**src/rtl/i2cdiv_divider.sv**
```systemverilog
`timescale 1ns / 1ps
// ----------------------------------------------------------------------------
// i2cdiv_divider
// Pipelined restoring divider: one quotient bit per register stage, with a
// side payload and a valid bit carried along each stage.
// ----------------------------------------------------------------------------
module i2cdiv_divider #(
  parameter int NW = 28,
  parameter int DW = 12,
  parameter int PW = 8
) (
  input  logic          clk,
  input  logic          rst_n,
  input  logic          in_valid,
  input  logic [NW-1:0] in_num,
  input  logic [DW-1:0] in_den,
  input  logic [PW-1:0] in_pay,
  output logic          out_valid,
  output logic [NW-1:0] out_quo,
  output logic [DW-1:0] out_den,
  output logic [PW-1:0] out_pay
);

  logic          vld_r [NW];
  logic [DW-1:0] rem_r [NW];
  logic [NW-1:0] nq_r  [NW];
  logic [DW-1:0] den_r [NW];
  logic [PW-1:0] pay_r [NW];

  for (genvar s = 0; s < NW; s++) begin : g_stage
    logic          vld_in;
    logic [DW-1:0] rem_in;
    logic [NW-1:0] nq_in;
    logic [DW-1:0] den_in;
    logic [PW-1:0] pay_in;
    logic [DW:0]   shf;
    logic [DW+1:0] diff;
    logic          borrow;

    if (s == 0) begin : g_first
      assign vld_in = in_valid;
      assign rem_in = '0;
      assign nq_in  = in_num;
      assign den_in = in_den;
      assign pay_in = in_pay;
    end else begin : g_next
      assign vld_in = vld_r[s-1];
      assign rem_in = rem_r[s-1];
      assign nq_in  = nq_r[s-1];
      assign den_in = den_r[s-1];
      assign pay_in = pay_r[s-1];
    end

    // trial subtract of the divisor from the shifted partial remainder
    assign shf    = {rem_in, nq_in[NW-1]};
    assign diff   = {1'b0, shf} - {2'b00, den_in};
    assign borrow = diff[DW+1];

    always_ff @(posedge clk) begin
      if (!rst_n) begin
        vld_r[s] <= 1'b0;
      end else begin
        vld_r[s] <= vld_in;
      end
    end

    // advance remainder, quotient bit and payload
    always_ff @(posedge clk) begin
      rem_r[s] <= borrow ? shf[DW-1:0] : diff[DW-1:0];
      nq_r[s]  <= {nq_in[NW-2:0], ~borrow};
      den_r[s] <= den_in;
      pay_r[s] <= pay_in;
    end
  end

  assign out_valid = vld_r[NW-1];
  assign out_quo   = nq_r[NW-1];
  assign out_den   = den_r[NW-1];
  assign out_pay   = pay_r[NW-1];

endmodule
```
**config.mk**
```make
export PLATFORM = sky130hd
export DESIGN_NAME = i2cdiv_divider
export DESIGN_NICKNAME = d
export VERILOG_FILES = /design/src/rtl/i2cdiv_divider.sv
export SDC_FILE = /design/constraint.sdc
export NUM_CORES = 2
export LEC_CHECK = 0
export BUFFER_PORTS_ARGS = -buffer_cell sky130_fd_sc_hd__buf_2
export CAP_MARGIN = 20
export CORE_MARGIN = 3
export CORE_UTILIZATION = 56
export CTS_BUF_LIST = sky130_fd_sc_hd__clkbuf_8
export CTS_CLUSTER_DIAMETER = 80
export DETAILED_ROUTE_END_ITERATION = 7
export PLACE_DENSITY_LB_ADDON = 0.1
export REMOVE_ABC_BUFFERS = 1
export SLEW_MARGIN = 20
export SYNTH_ARGS = -nofsm -noshare
export SYNTH_HDL_FRONTEND = slang
export SYNTH_SLANG_ARGS = --single-unit
export TNS_END_PERCENT = 1
```
**constraint.sdc**
```tcl
create_clock -name clk -period 2.79 [get_ports clk]
set_input_delay 0.279 -clock clk [delete_from_list [all_inputs] [get_ports clk]]
set_output_delay 0.279 -clock clk [all_outputs]
set_load 0.03 [all_outputs]
```
---- Word-level counts from Yosys, hierarchy flattened ----
Memories as Yosys holds them, arrays and structs flattened.
Index checks and enable logic that the tools add are counted.
word-level totals
  bits in registers ....................... 0
  memory bits (writable) .................. 1708
  bits of input ports ..................... 51
  output and inout bits ................... 49
  word-level logic and storage cells ...... 147
  memories ................................ 5
memories
  name   depth  bits a word  read ports  clocked after Yosys merged registers in  write ports  RTL line  text
  nq_r   28     28           28          0                                        28           26        logic [NW-1:0] nq_r [NW];
  den_r  28     12           28          0                                        28           27        logic [DW-1:0] den_r [NW];
  rem_r  28     12           27          0                                        28           25        logic [DW-1:0] rem_r [NW];
  pay_r  28     8            28          0                                        28           28        logic [PW-1:0] pay_r [NW];
  vld_r  28     1            28          0                                        28           24        logic vld_r [NW];
operators by class
  add/sub/neg operators ................... 28
  multiplexer cells ....................... 58
  bitwise operators ....................... 56
operator list
  cell                          count
  subtractor 13 x 12 -> 14 bit  27
  2-to-1 mux 12 bit             28
  2-to-1 mux 1 bit              30
  NOT 1 bit                     28
  bitwise OR 1 bit              28
  subtractor 1 x 12 -> 13 bit   1

---- Longest topological paths before layout ----
An unclocked memory read counts as a cell.
  depth after elaboration ................. 3
  gate-level depth with buffers ........... 10
  depth with buffers taken out ............ 9

---- Least setup slack after synthesis ----
OpenSTA, ideal clock, no wires.
  path type ............................... register to register
  start point ............................. mem nq_r[20][27], in the netlist nq_r[1][139]
  end point ............................... mem rem_r[21][10]
  library setup time ...................... 123 ps
  arrival ................................. 2074 ps
  required time ........................... 2667 ps
  slack ................................... 592 ps
  cell stages (with the launch flop) ...... 10
  path buffers ............................ 0
  clock period less this slack ............ 2198 ps
  path through ............................ dfxtp_1 -> inv_1 -> ha_1 -> fa_1 -> nor2b_1 -> o31a_1 -> nor2_1 -> o2111a_1 -> a311o_1 -> mux2_1
RTL lines
  item         RTL line
  from (decl)  26
  to (decl)    25

==> results.toml <==
[power_and_ir_drop]
p_leak_uw = 0.02845
power_density_nw_per_um2 = 1227
peakVddDrop_mv = 0.6199
finalPower_uw = 76800

[clock_network]
clk_pin_slew_ns = 0.06
clk_latency_ns = 0.92
clockBufferDepth = 4
cts_setup_buffers = 0
numCtsBuffers = 276
htree_num_levels = 5
root_buffer = "clkbuf_8"
clock-sinks = 1696
tritoncts = "done"

[routing]
remaining_drc_errors = 0
via_count = 31510
ant_nets = 0
drtIter0Drc = 1259
viasPerCell = 4.895
wirelength_um = 86490
wire_per_inst_um = 13.44
dr.pass1.iters = 7

[critical_path]
crit_chain = "inv_1 > ha_1 > o21ai_1 > a2111oi_2 > nor3_1 > o21ai_4 > buf_4 > nor2_1 > a21oi_1"
critPathMaxStageDelay_ns = 0.42
cp_slowest_cell = "dfxtp_1"
path_buf_inv = 2
r2r_cells = 9
crit_fanout = 16
path_delay_family = "compound AO/OA/AOI/OAI gates"
worstSetupStartpointType = "register"
ff2ff_setup_slack_ns = 0.28
critPathRequiredTime_ns = 3.60
reg2reg_from = "den_r[0][74]$_DFF_P_"
path_class = "reg -> reg"
r2r-end = "rem_r[7][3]$_DFF_P_"
endpoint_kind = "register"
critPathArrivalTime_ns = 3.32

[sta]
setup_viol = 0
grt_setup_unrepaired = "no"
report.final.slew_viol_count = 0
finalClockSkew_ns = 0.07599
period_minus_slack_ns = 2.514
fin_crit_sh_pct = 90.09
tns_ns = 0
slew_headroom_pct = 53.82
max_freq_mhz = 397.8
hold_viol_final = 0
hold_ws_ns = 0.1412
worst_pin_slew_ns = 0.6909

[die]
ios = 100
core_area_um2 = 95860
core.rowCount = 113
initial_core_util_pct = 56.91
die_y_um = 318.1
die_width_um = 318.1
die_area_um2 = 101200

[flow_run]
maxCapViolCount = 0

[logic_synthesis]
synthTopCellsByCount = "dfxtp_1, inv_1, ha_1"
yosysTopAreaCell = "dfxtp_1"
syn_inst = 4565
synth_area_leaders = "dfxtp_1, ha_1, mux2_2"
yosysMostFrequentCell = "dfxtp_1"
avgSynthCellArea_um2 = 11.95
ys_ff_latch = 1696
syn-cell-area_um2 = 54550
synth-seq-area-share_pct = 62.24
yosysWarnings = 0
synth.top_cell.area_share_pct = 62.24
synth_edf_count = 0
synth_ff_type = "dfxtp_1"
synthDistinctLibCells = 71
ys_async_sr_fraction_pct = 0

[grt]
grt_antenna_before_repair = 2
grt_max_degree = 29
grt_pass1_vias = 31945
grt_util_all_layers_pct = 17.37
grt_overflow_total = 0
grt_pass1_wl_um = 148500

[min_path]
min_from = "in_den[1]"
holdPathEnd = "den_r[0][1]$_DFF_P_"
hold-path-cell-count = 2
hold_path_class = "in -> reg"

[place]
place_inst = 5895
dp_hpwl_um = 60040
portBuffers = 99
place_congestion = 0.8280

[cells_and_area]
area_growth_pct = 14.77
stdcell_count = 6437
nets = 5408
drive_above_1_share_pct = 14.83

[run_status]
status = "complete, no violations"
==> registers in the layout (all words and copies together), names as in the netlist <==
signal  flops
vld_r      28
den_r     336
pay_r     224
nq_r      784
rem_r     324
==> metal layers <==
metal / track usage (%) / vias to the layer above / share of wire, %
met2: 28.87 / 527 / 46
li1: - / 16384 / -
met5: 0 / - / 0
met4: 7.523 / 0 / 3.1
met1: 21.96 / 14383 / 47
met3: 3.603 / 216 / 3.7
==> logic make-up (layout without fill, tap and decap cells) <==
group | Yosys count | count (layout) | share of synthesized area [%]
and+or+nand+nor | 826 | 826 | 7.449
xor gates and xnor gates | 159 | 159 | 2.553
DFF | 1696 | 1696 | 62.24
adders and majority gates | 351 | 351 | 8.408
other | 1 | 6 | 0.006874
buffers and inverters | 482 | 1084 | 3.690
muxes | 287 | 287 | 5.974
AOI/OAI and AO/OA | 763 | 763 | 9.683
==> final cells by class <==
| cell class | count | area (µm²) |
|---|---|---|
| flip-flops and latches | 1696 | 33950 |
| fillers | 7560 | 33250 |
| multi-input cells | 2391 | 18600 |
| clock buffers | 337 | 4638 |
| repair buffers | 215 | 1624 |
| inverters | 426 | 1599 |
| well taps | 1265 | 1583 |
| clock inverters | 106 | 608.1 |
| diodes | 1 | 2.502 |
==> placed cells by master, fill, tap and decap left out, types with 99 or more instances in the layout <==
master	count
mux2_2	177
o21ai_0	129
dfxtp_1	1696
buf_2	99
ha_1	325
inv_1	493
clkbuf_8	337
a21oi_1	192
xnor2_1	106
nand2_1	151
nor2_1	253
==> per-stage QoR <==
step	worst slack [ns]	area (µm²)	utilization, %
floorplan	0.4303	54160	-
global placement	0.3304	56380	58.82
detailed placement	0.3243	56380	58.82
CTS	0.2508	62610	65.31
global route	0.04681	62610	65.32
finish	0.2764	62610	65.32
==> power by group <==
group	internal [µW]	total (µW)	switching, µW
combinational	12200	24800	12600
clock	11200	19900	8720
sequential	29900	32000	2190
==> worst max path at each step <==
stage          cells after the start               endpoint  slack (ns)             startpoint
2_1_floorplan                      8  rem_r[12][10]$_DFF_P_        0.43  den_r[0][133]$_DFF_P_
3_3_place_gp                       9    rem_r[7][3]$_DFF_P_        0.33   den_r[0][74]$_DFF_P_
3_5_place_dp                       9    rem_r[7][3]$_DFF_P_        0.32   den_r[0][74]$_DFF_P_
4_1_cts                            9    rem_r[7][3]$_DFF_P_        0.25   den_r[0][74]$_DFF_P_
5_1_grt                            9    rem_r[7][3]$_DFF_P_        0.05   den_r[0][77]$_DFF_P_
6_report                           9    rem_r[7][3]$_DFF_P_        0.28   den_r[0][74]$_DFF_P_
==> repair_timing <==
item,in CTS,in global routing
endpoints found under the hold margin,83,0
hold buffers,98,0
setup endpoints to repair,0,0
resized for setup,0,0
(Power assumes the default switching activity.)
